--- src/rtl/core/cfv_pkg.sv ---
// Types, constants and parsing functions of the schedule field validator.
package cfv_pkg;

  localparam int FIELD_COUNT = 5;

  // Number accumulation saturates here, outside every field bound.
  localparam logic [6:0] NUM_SAT = 7'd127;

  // Parser phases of one comma item.
  localparam logic [2:0] PH_START = 3'd0;
  localparam logic [2:0] PH_STAR  = 3'd1;
  localparam logic [2:0] PH_NUM1  = 3'd2;
  localparam logic [2:0] PH_DASH  = 3'd3;
  localparam logic [2:0] PH_NUM2  = 3'd4;
  localparam logic [2:0] PH_SLASH = 3'd5;
  localparam logic [2:0] PH_STEP  = 3'd6;
  localparam logic [2:0] PH_DEAD  = 3'd7;

  // Field indexes; FLD_NONE marks that no field has failed.
  localparam logic [2:0] FLD_MINUTE  = 3'd0;
  localparam logic [2:0] FLD_HOUR    = 3'd1;
  localparam logic [2:0] FLD_DAY     = 3'd2;
  localparam logic [2:0] FLD_MONTH   = 3'd3;
  localparam logic [2:0] FLD_WEEKDAY = 3'd4;
  localparam logic [2:0] FLD_NONE    = 3'd5;

  // Character codes.
  localparam logic [7:0] CH_SPACE = 8'h20;
  localparam logic [7:0] CH_STAR  = 8'h2A;
  localparam logic [7:0] CH_COMMA = 8'h2C;
  localparam logic [7:0] CH_DASH  = 8'h2D;
  localparam logic [7:0] CH_SLASH = 8'h2F;
  localparam logic [7:0] CH_ZERO  = 8'h30;
  localparam logic [7:0] CH_NINE  = 8'h39;

  // One character handed to the parser.
  typedef struct packed {
    logic       valid;
    logic [7:0] char_code;
    logic       line_end;
  } cfv_char_t;

  // One line verdict.
  typedef struct packed {
    logic       line_valid;
    logic [2:0] fields_seen;
    logic [2:0] first_bad_field;
  } cfv_result_t;

  // Outcome of feeding one character into an item.
  typedef struct packed {
    logic [2:0] phase;
    logic [6:0] number;
    logic       fail;
  } cfv_feed_t;

  // Bounds check of a finished number against its field.
  function automatic logic number_ok(input logic [2:0] fi, input logic [6:0] nv);
    logic ok;
    case (fi)
      FLD_MINUTE:  ok = (nv <= 7'd59);
      FLD_HOUR:    ok = (nv <= 7'd23);
      FLD_DAY:     ok = (nv <= 7'd31);
      FLD_MONTH:   ok = (nv >= 7'd1) && (nv <= 7'd12);
      FLD_WEEKDAY: ok = (nv <= 7'd6);
      default:     ok = 1'b0;
    endcase
    return ok;
  endfunction

  // Advances the item parser by one non-space character.
  function automatic cfv_feed_t feed_char(input logic [2:0] ph, input logic [6:0] nv,
                                          input logic [2:0] fi, input logic [7:0] c);
    cfv_feed_t  r;
    logic [3:0] d;
    logic [10:0] acc;
    r.phase  = ph;
    r.number = nv;
    r.fail   = 1'b0;
    d   = 4'(c - CH_ZERO);
    acc = {4'b0, nv} * 11'd10 + {7'b0, d};
    if (ph != PH_DEAD) begin
      if (c >= CH_ZERO && c <= CH_NINE) begin
        case (ph)
          PH_START: begin
            r.phase  = PH_NUM1;
            r.number = {3'b0, d};
          end
          PH_DASH: begin
            r.phase  = PH_NUM2;
            r.number = {3'b0, d};
          end
          PH_SLASH: begin
            r.phase  = PH_STEP;
            r.number = {3'b0, d};
          end
          PH_NUM1, PH_NUM2, PH_STEP: begin
            r.number = (acc > {4'b0, NUM_SAT}) ? NUM_SAT : acc[6:0];
          end
          default: r.fail = 1'b1;
        endcase
      end else if (c == CH_STAR) begin
        if (ph == PH_START) r.phase = PH_STAR;
        else r.fail = 1'b1;
      end else if (c == CH_DASH) begin
        if (ph == PH_NUM1 && number_ok(fi, nv)) r.phase = PH_DASH;
        else r.fail = 1'b1;
      end else if (c == CH_SLASH) begin
        if (ph == PH_STAR) r.phase = PH_SLASH;
        else if (ph == PH_NUM2 && number_ok(fi, nv)) r.phase = PH_SLASH;
        else r.fail = 1'b1;
      end else if (c == CH_COMMA) begin
        if (ph == PH_STAR) r.phase = PH_START;
        else if ((ph == PH_NUM1 || ph == PH_NUM2 || ph == PH_STEP) && number_ok(fi, nv))
          r.phase = PH_START;
        else r.fail = 1'b1;
      end else begin
        r.fail = 1'b1;
      end
    end
    if (r.fail) r.phase = PH_DEAD;
    return r;
  endfunction

  // Tells whether closing a field at this phase makes the field fail.
  function automatic logic close_fails(input logic [2:0] ph, input logic [6:0] nv,
                                       input logic [2:0] fi);
    logic f;
    case (ph)
      PH_NUM1, PH_NUM2, PH_STEP: f = !number_ok(fi, nv);
      PH_STAR, PH_DEAD:          f = 1'b0;
      default:                   f = 1'b1;
    endcase
    return f;
  endfunction

endpackage

--- src/rtl/core/cfv_parser.sv ---
// Parser state registers and the per-character next-state logic.
module cfv_parser (
  input  logic                 clk,
  input  logic                 rst,
  input  cfv_pkg::cfv_char_t   step,
  output logic                 res_valid,
  output cfv_pkg::cfv_result_t res
);

  logic [2:0] field_index, field_index_next;
  logic [2:0] item_phase, item_phase_next;
  logic [6:0] number_value, number_value_next;
  logic       in_gap, in_gap_next;
  logic       error_seen, error_seen_next;
  logic [2:0] error_field, error_field_next;

  // Next state for one character, plus the verdict on the final one.
  always_comb begin
    logic [2:0] fi;
    logic [2:0] ph;
    logic [6:0] nv;
    logic       gap;
    logic       err;
    logic [2:0] ef;
    logic       fail;
    cfv_pkg::cfv_feed_t fr;

    fi   = field_index;
    ph   = item_phase;
    nv   = number_value;
    gap  = in_gap;
    err  = error_seen;
    ef   = error_field;
    fail = 1'b0;
    fr   = '0;

    // Bytes after the fifth field are ignored.
    if (fi < 3'(cfv_pkg::FIELD_COUNT)) begin
      if (step.char_code == cfv_pkg::CH_SPACE) begin
        if (!gap) begin
          fail = cfv_pkg::close_fails(ph, nv, fi);
          if (fail && !err) begin
            err = 1'b1;
            ef  = fi;
          end
          fi  = fi + 3'd1;
          gap = 1'b1;
          ph  = cfv_pkg::PH_START;
          nv  = 7'd0;
        end
      end else begin
        if (gap) begin
          gap = 1'b0;
          ph  = cfv_pkg::PH_START;
          nv  = 7'd0;
        end
        fr = cfv_pkg::feed_char(ph, nv, fi, step.char_code);
        ph = fr.phase;
        nv = fr.number;
        if (fr.fail && !err) begin
          err = 1'b1;
          ef  = fi;
        end
      end
    end

    // The final character closes an open field.
    if (step.line_end && !gap && fi < 3'(cfv_pkg::FIELD_COUNT)) begin
      fail = cfv_pkg::close_fails(ph, nv, fi);
      if (fail && !err) begin
        err = 1'b1;
        ef  = fi;
      end
      fi  = fi + 3'd1;
      gap = 1'b1;
      ph  = cfv_pkg::PH_START;
      nv  = 7'd0;
    end

    res.fields_seen = fi;
    res.line_valid  = !err && (fi >= 3'(cfv_pkg::FIELD_COUNT));
    if (err) res.first_bad_field = ef;
    else if (fi < 3'(cfv_pkg::FIELD_COUNT)) res.first_bad_field = fi;
    else res.first_bad_field = cfv_pkg::FLD_NONE;
    res_valid = step.valid && step.line_end;

    field_index_next  = fi;
    item_phase_next   = ph;
    number_value_next = nv;
    in_gap_next       = gap;
    error_seen_next   = err;
    error_field_next  = ef;

    // A finished line leaves the parser as after reset.
    if (step.line_end) begin
      field_index_next  = 3'd0;
      item_phase_next   = cfv_pkg::PH_START;
      number_value_next = 7'd0;
      in_gap_next       = 1'b1;
      error_seen_next   = 1'b0;
      error_field_next  = cfv_pkg::FLD_NONE;
    end
  end

  // State update on every character that moves on.
  always_ff @(posedge clk) begin
    if (rst) begin
      field_index  <= 3'd0;
      item_phase   <= cfv_pkg::PH_START;
      number_value <= 7'd0;
      in_gap       <= 1'b1;
      error_seen   <= 1'b0;
      error_field  <= cfv_pkg::FLD_NONE;
    end else if (step.valid) begin
      field_index  <= field_index_next;
      item_phase   <= item_phase_next;
      number_value <= number_value_next;
      in_gap       <= in_gap_next;
      error_seen   <= error_seen_next;
      error_field  <= error_field_next;
    end
  end

endmodule

--- src/rtl/core/cfv_out_reg.sv ---
// Result register that drives the master-side stream.
module cfv_out_reg (
  input  logic                 clk,
  input  logic                 rst,
  input  logic                 load,
  input  cfv_pkg::cfv_result_t res,
  output logic                 free,
  output logic                 m_tvalid,
  input  logic                 m_tready,
  output logic [7:0]           m_tdata
);

  cfv_pkg::cfv_result_t held;

  // The register can take a new result when empty or being drained.
  assign free = !m_tvalid || m_tready;

  // Valid flag: set by a load, cleared when the transaction completes.
  always_ff @(posedge clk) begin
    if (rst) begin
      m_tvalid <= 1'b0;
    end else if (load) begin
      m_tvalid <= 1'b1;
    end else if (m_tready) begin
      m_tvalid <= 1'b0;
    end
  end

  // Payload needs no reset.
  always_ff @(posedge clk) begin
    if (load) begin
      held <= res;
    end
  end

  assign m_tdata = {1'b0, held.first_bad_field, held.fields_seen, held.line_valid};

endmodule

--- src/rtl/core/cron_field_validator.sv ---
// Top level of the schedule line field validator.
// Usage:
//   The slave stream carries one byte of a schedule line per transaction;
//   s_tlast marks the final byte. The five fields (minute, hour, day, month,
//   weekday) are checked as the bytes go by, and the final byte yields one
//   verdict transaction on the master stream. Other bytes yield nothing.
//   The final byte passes the input register, and the parser's verdict on it
//   is loaded into the result register, which drives m_tvalid.
//   Throughput: one byte per cycle while no final byte waits for the result
//   register; the parser logic sits between the input and result registers.
//   Stall: while a verdict waits on m_tready, bytes of the next line keep
//   flowing; only its final byte waits in the input register until the
//   result register is free, and s_tready drops for that time.
//   Reset: rst clears the valid flags of both registers and puts the parser
//   at the start of a line, with leading spaces skipped.
module cron_field_validator (
  input  logic       clk,
  input  logic       rst,
  input  logic       s_tvalid,
  output logic       s_tready,
  input  logic [7:0] s_tdata,   // [7:0] char_code
  input  logic       s_tlast,   // line_end
  output logic       m_tvalid,
  input  logic       m_tready,
  output logic [7:0] m_tdata    // [0] line_valid, [3:1] fields_seen,
                                // [6:4] first_bad_field, [7] zero
);

  logic       in_valid;
  logic [7:0] in_char;
  logic       in_last;
  logic       out_free;
  logic       advance;
  logic       res_valid;
  cfv_pkg::cfv_char_t   step;
  cfv_pkg::cfv_result_t res;

  // The held byte moves on unless it is final and the result register is full.
  assign advance  = in_valid && (!in_last || out_free);
  assign s_tready = !in_valid || advance;

  // Input register.
  always_ff @(posedge clk) begin
    if (rst) begin
      in_valid <= 1'b0;
    end else if (s_tready) begin
      in_valid <= s_tvalid;
    end
  end

  always_ff @(posedge clk) begin
    if (s_tready && s_tvalid) begin
      in_char <= s_tdata;
      in_last <= s_tlast;
    end
  end

  assign step = '{valid: advance, char_code: in_char, line_end: in_last};

  cfv_parser u_parser (
    .clk       (clk),
    .rst       (rst),
    .step      (step),
    .res_valid (res_valid),
    .res       (res)
  );

  cfv_out_reg u_out (
    .clk      (clk),
    .rst      (rst),
    .load     (res_valid),
    .res      (res),
    .free     (out_free),
    .m_tvalid (m_tvalid),
    .m_tready (m_tready),
    .m_tdata  (m_tdata)
  );

endmodule

--- config.mk ---
export PLATFORM = sky130hd
export DESIGN_NAME = cron_field_validator
export DESIGN_NICKNAME = d
export VERILOG_FILES = /design/src/rtl/core/cfv_pkg.sv /design/src/rtl/core/cfv_parser.sv /design/src/rtl/core/cfv_out_reg.sv /design/src/rtl/core/cron_field_validator.sv
export SDC_FILE = /design/constraint.sdc
export NUM_CORES = 1
export LEC_CHECK = 0
export ABC_AREA = 1
export BUFFER_PORTS_ARGS = -buffer_cell sky130_fd_sc_hd__clkbuf_2
export CAP_MARGIN = 25
export CORE_AREA = 8 8 103 77
export CTS_CLUSTER_DIAMETER = 150
export DETAILED_ROUTE_END_ITERATION = 8
export DIE_AREA = 0 0 111 85
export PLACE_DENSITY = 0.78
export SYNTH_ARGS = -nofsm -noshare
export SYNTH_HDL_FRONTEND = slang
export SYNTH_HIERARCHICAL = 1
export SYNTH_SLANG_ARGS = --single-unit
--- constraint.sdc ---
create_clock -name clk -period 4.85 [get_ports clk]
set_clock_uncertainty 0.1 [all_clocks]
set_input_delay 0.2425 -clock clk [delete_from_list [all_inputs] [get_ports clk]]
set_output_delay 0.2425 -clock clk [all_outputs]
set_load 0.005 [all_outputs]
== Word level (Yosys, flattened, before mapping) ==
Cells that the tools add are included.
Word-level totals
  register bits after elaboration: 36
  bits in latches: 0
  bits in writable memories: 0
  memory bits (read-only): 0
  output and inout bits: 10
  word-level logic and storage cells: 227
  memories: 0
Cells by class
  add/subtract/negate cells: 4
  multipliers: 1
  div/mod/pow operators: 0
  magnitude comparators: 25
  equal/unequal tests: 30
  shift-type cells: 0
  multiplexer cells: 113
  bitwise logic cells: 0
  reductions and logical operators: 41
Operators with widths (count)
  $mux W3: 35
  $mux W7: 10
  $mux W1: 58
  $le A7 B5 Y1 const B: 6
  $eq A8 B6 Y1 const B: 5
  $eq A3 B3 Y1 const B: 11
  $mux W11: 3
  $eq A3 B2 Y1 const B: 8
  $ge A7 B1 Y1 const B: 3
  $le A7 B3 Y1 const B: 3
  $le A7 B4 Y1 const B: 3
  $le A7 B6 Y1 const B: 3
  $logic_and A1 B1 Y1: 16
  $eq A3 B1 Y1 const B: 5
  $pmux W1 S5: 3
  $pmux W7 S2: 1
  $reduce_or A3 Y1: 4
  $add A11 B4 Y11: 1
  $gt A11 B7 Y1 const B: 1
  $mul A7 B3 Y10 const B: 1
  $logic_not A1 Y1: 9
  $logic_not A3 Y1: 3
  $lt A3 B3 Y1 const B: 3
  $pmux W3 S3: 1
  11 further kinds: 18

== Depth between registers and ports, before layout ==
  depth in word-level cells: 41
  mapped depth: 40
  mapped depth without buffers: 39

== By module ==
The synthesis kept the hierarchy.
By module, submodules not included
  cfv_parser: times used 1, cells an instance 548, area each 3098.0 um2, seq. area each 360.3 um2
  cron_field_validator: times used 1, cells an instance 17, area each 331.6 um2, seq. area each 290.3 um2
  cfv_out_reg: times used 1, cells an instance 14, area each 264.0 um2, seq. area each 230.2 um2

== Worst setup path after synthesis ==
Ideal clock, no wire load.
  kind: reg2reg
  from: reg u_parser.in_gap
  to: reg u_out.held, in the netlist u_out/m_tdata[6], data pin
  arrival time: 3675 ps
  required time: 4498 ps
  path slack: 823 ps
  cell stages (with the launch flop): 37
  buffers on the path: 2
  period minus slack after synthesis: 4027 ps
  cell sequence: dfxtp_1 buf_6 clkbuf_1 nor2_1 nand2_1 o21ai_0 ha_1 fa_1 inv_1 nor2_1 nand4_1 nand2_1 nor2_1 nor2_1 nand2_1 nor2_2 nand2_2 nand2_2 nand2_1 nand2_1 nand2_1 nand2_1 nand2_1 a21oi_1 nand2_1 nand2_1 nand2_1 nand3_1 nand2_1 nand2_1 nand2_2 nand2_4 nand3_4 o21ai_1 nand2_1 nand2_1 nand2_1
RTL lines
  from (decl): RTL line cfv_parser.sv:13  | logic in_gap, in_gap_next;
  from (signal assigned): RTL line cfv_parser.sv:118  | in_gap <= in_gap_next;
  to (signal assigned): RTL line cfv_out_reg.sv:32  | held <= res;
  to (decl): RTL line cfv_out_reg.sv:13  | cfv_pkg::cfv_result_t held;

==> impl_metrics.py <==
metrics = {
    "outcome": {
        "outcome": "completed",
    },
    "timing": {
        "worst_pin_slew_ns": 0.749,
        "max_freq_mhz": 231,
        "slew_viol_final": 0,
        "min_period_ns": 4.33,
        "setup_slack_ns": 0.522,
        "relSlewSlack_pct": 49.6,
        "fin_crit_sh_pct": 89.2,
        "setup_viol": 0,
        "hold_violations": 0,
    },
    "synthesis": {
        "ys.flop_type": "dfxtp_1",
        "syn_nets": 611,
        "ys_seq_area_share_pct": 23.8,
        "yosys.area.top_type": "nand2_1",
        "ys_ff_latch": 36,
        "yosys_warnings": 6,
        "synth_async_sr_flop_share_pct": 0,
        "synth_cell_types": 53,
        "yosys-top-cells-area": "nand2_1, edfxtp_1, dfxtp_1, inv_1, ha_1",
        "avgSynthCellArea_um2": 6.38,
        "synth_top_area_share_pct": 14.8,
        "syn_area_um2": 3690,
        "synthCells": 579,
        "synth_edf_count": 16,
    },
    "route": {
        "viasPerCell": 5.78,
        "drt_pass1_iterations": 8,
        "antenna_left": 0,
        "drc": 0,
        "drtIter0Drc": 459,
        "vias": 3963,
        "routed_wl_mm": 10.5,
        "avgRoutedWirePerCell_um": 15.3,
    },
    "die": {
        "rows": 25,
        "die_x_um": 111,
        "coreArea_um2": 6410,
        "die_area_um2": 9440,
        "start_util_pct": 57.6,
        "die_h_um": 85,
        "io_pins": 23,
    },
    "final_layout": {
        "fill_cells": 617,
        "drive_gt1_share_pct": 18.5,
        "multi_input_area_um2": 2380,
        "fin_cells": 686,
        "num_antenna_cells": 0,
        "synthToLayoutAreaGrowth_pct": 9.15,
        "regArea_um2": 886,
        "nets": 636,
    },
    "clock_network": {
        "ctsHoldBuffers": 0,
        "clock_latency_ns": 0.30,
        "cts_tree": "built",
        "htreeDepth": 2,
        "cts_sinks": 36,
        "cts_root_buffer": "clkbuf_8",
        "clk_pin_slew_ns": 0.09,
        "cts-buffers-inserted": 5,
        "clockBufferDepth": 2,
    },
    "critical_path": {
        "r2r_end": "u_out/m_tdata[6]$_DFFE_PP_",
        "r2r_setup_slack_ns": 0.52,
        "end_kind": "flip-flop",
        "crit_path_top_delay_cell": "fa_1",
        "crit_fanout": 14,
        "worstRegToRegCells": 35,
        "timing.rr.start": "u_parser/in_gap$_SDFFE_PP1P_",
        "crit_top_cell": "nand2_1",
        "arrival_ns": 4.28,
        "critPathKind": "flip-flop to flip-flop",
        "slowest_delay_ns": 0.59,
        "critPathRequiredTime_ns": 4.80,
        "critPathLaunchType": "flip-flop",
    },
    "global_routing": {
        "grt_use_total_pct": 21.8,
        "grt_overflow": 0,
        "grt_pass1_wl_mm": 17.5,
        "antenna_found_initial": 0,
        "grt_pass1_vias": 3582,
        "grt_max_degree": 20,
    },
    "flow_run": {
        "cap_violations": 0,
    },
    "place": {
        "gp_congestion": 0.984,
        "portBuffers": 21,
        "hpwl_mm": 8.31,
        "place_inst": 676,
        "dp_slack_ns": 0.428,
    },
    "min_path": {
        "worstHoldPathCells": 1,
        "min_from": "s_tlast",
        "min_to": "in_last$_DFFE_PP_",
        "min_path_type": "primary input to flip-flop",
    },
    "power": {
        "leakage_nw": 1.83,
        "peakVddDrop_uv": 116,
        "power_density_nw_per_um2": 171,
    },
}
## power by group
group / switching, W / leakage [nW] / total, W / internal [W]
sequential: 0.0000109 / 0.320 / 0.000339 / 0.000328
clock: 0.000121 / 0.0523 / 0.000252 / 0.000132
combinational: 0.0000661 / 1.46 / 0.0000988 / 0.0000326
total: 0.000198 / 1.83 / 0.000690 / 0.000492
## metrics by stage
stage / hold WS [ns] / power [W] / TNS, ns / area (um^2) / utilization, %
after floorplan: 0.205 / 0.000415 / 0 / 3690 / -
after global placement: 0.319 / 0.000439 / 0 / 3890 / 60.7
after detailed placement: 0.321 / 0.000441 / 0 / 3890 / 60.7
after CTS: 0.0169 / 0.000697 / 0 / 4000 / 62.4
after global routing: 0.0142 / 0.000721 / -0.00320 / 4030 / 62.9
final: 0.0259 / 0.000690 / 0 / 4030 / 62.9
## flip-flops by register name, indices dropped and copies added, names as in the netlist
| signal | flops |
|---|---|
| in_char | 8 |
| u_out/m_tdata | 7 |
| u_parser/number_value | 7 |
| u_parser/error_field | 3 |
| u_parser/field_index | 3 |
| u_parser/item_phase | 3 |
| in_last | 1 |
| in_valid | 1 |
| u_out/m_tvalid | 1 |
| u_parser/error_seen | 1 |
| u_parser/in_gap | 1 |
## cell usage in the layout, fill, tap and decap left out, types with 2 or more instances in the layout
| cell type | Yosys | routed |
|---|---|---|
| a31oi_1 | 11 | 11 |
| nand2_2 | 11 | 11 |
| dfxtp_1 | 20 | 18 |
| o2111ai_1 | 3 | 3 |
| o21ai_0 | 28 | 28 |
| nor3_2 | 1 | 2 |
| clkbuf_8 | 0 | 5 |
| nand3_4 | 2 | 2 |
| buf_4 | 1 | 9 |
| nand2_4 | 3 | 3 |
| a21oi_2 | 7 | 7 |
| ha_1 | 18 | 18 |
| nor2_4 | 3 | 3 |
| nor3_1 | 7 | 6 |
| inv_2 | 21 | 21 |
| nand3_2 | 3 | 3 |
| nand2_1 | 146 | 146 |
| xor2_1 | 3 | 3 |
| clkinv_1 | 3 | 3 |
| a21oi_1 | 39 | 39 |
| edfxtp_1 | 16 | 16 |
| nand3b_1 | 2 | 2 |
| o21ai_1 | 6 | 6 |
| nor2_2 | 5 | 8 |
| nand4_1 | 10 | 10 |
| o22ai_1 | 4 | 4 |
| nor2_1 | 60 | 57 |
| inv_1 | 72 | 72 |
| o21ai_2 | 2 | 2 |
| o211ai_1 | 4 | 4 |
| nand3_1 | 38 | 38 |
| clkbuf_2 | 0 | 21 |
## area by class of cell
cell class	instances	area share [%]
Timing Repair Buffer	31	4.78
Inverter	97	9.09
Clock inverter	2	0.310
Clock buffer	6	2.33
Multi-Input combinational cell	433	59.0
Tap cell	81	2.51
Sequential cell	36	22.0
## cell families (layout without fill, tap and decap cells)
family,count (synthesis),in the layout,synth area share (%)
AOI/OAI and AO/OA,113,113,19.0
xor gates and xnor gates,4,4,0.949
adders and majority gates,19,19,6.64
buffers and inverters,110,136,12.1
DFF,36,36,23.8
other,1,1,0.102
and+or+nand+nor,296,296,37.4
## worst max-delay path: cells and delay by family, from the launching register on
kind / cells / cell delay, ns
simple gates: 28 / 2.20
fa+ha+maj: 2 / 0.83
flops: 1 / 0.41
compound gates: 3 / 0.28
buf+inv: 2 / 0.25
## worst max-delay path by stage
stage | start | to | slack [ns] | depth (start not counted)
6_report | u_parser/in_gap$_SDFFE_PP1P_ | u_out/m_tdata[6]$_DFFE_PP_ | 0.52 | 35
5_1_grt | u_parser/in_gap$_SDFFE_PP1P_ | u_out/m_tdata[6]$_DFFE_PP_ | -0.003 | 36
4_1_cts | u_parser/in_gap$_SDFFE_PP1P_ | u_out/m_tdata[6]$_DFFE_PP_ | 0.40 | 35
3_5_place_dp | u_parser/in_gap$_SDFFE_PP1P_ | u_out/m_tdata[5]$_DFFE_PP_ | 0.43 | 35
3_3_place_gp | u_parser/in_gap$_SDFFE_PP1P_ | u_out/m_tdata[6]$_DFFE_PP_ | 0.53 | 35
2_1_floorplan | u_parser/in_gap$_SDFFE_PP1P_ | u_out/m_tdata[6]$_DFFE_PP_ | 0.82 | 36
## metal layers
layer  part of all wire (%)  GRT usage [%]
met4                   0.90           3.79
met5                      0              0
met2                     40           31.2
met1                     49           32.5
met3                    9.9           4.72
## cell usage after synthesis, drive strengths merged (4+ instances only)
master,number
dfxtp,20
inv,94
o21ai,37
nand3,43
nand4,10
nor3,9
o211ai,4
buf,7
edfxtp,16
a21oi,46
nor2,69
ha,18
a31oi,11
nand2,160
o22ai,4
clkbuf,6
## timing repair
action,4_1_cts,5_1_grt
resized for setup,0,7
endpoints found under the setup margin,0,5
buffers inserted,0,2
(Power assumes the default switching activity.)
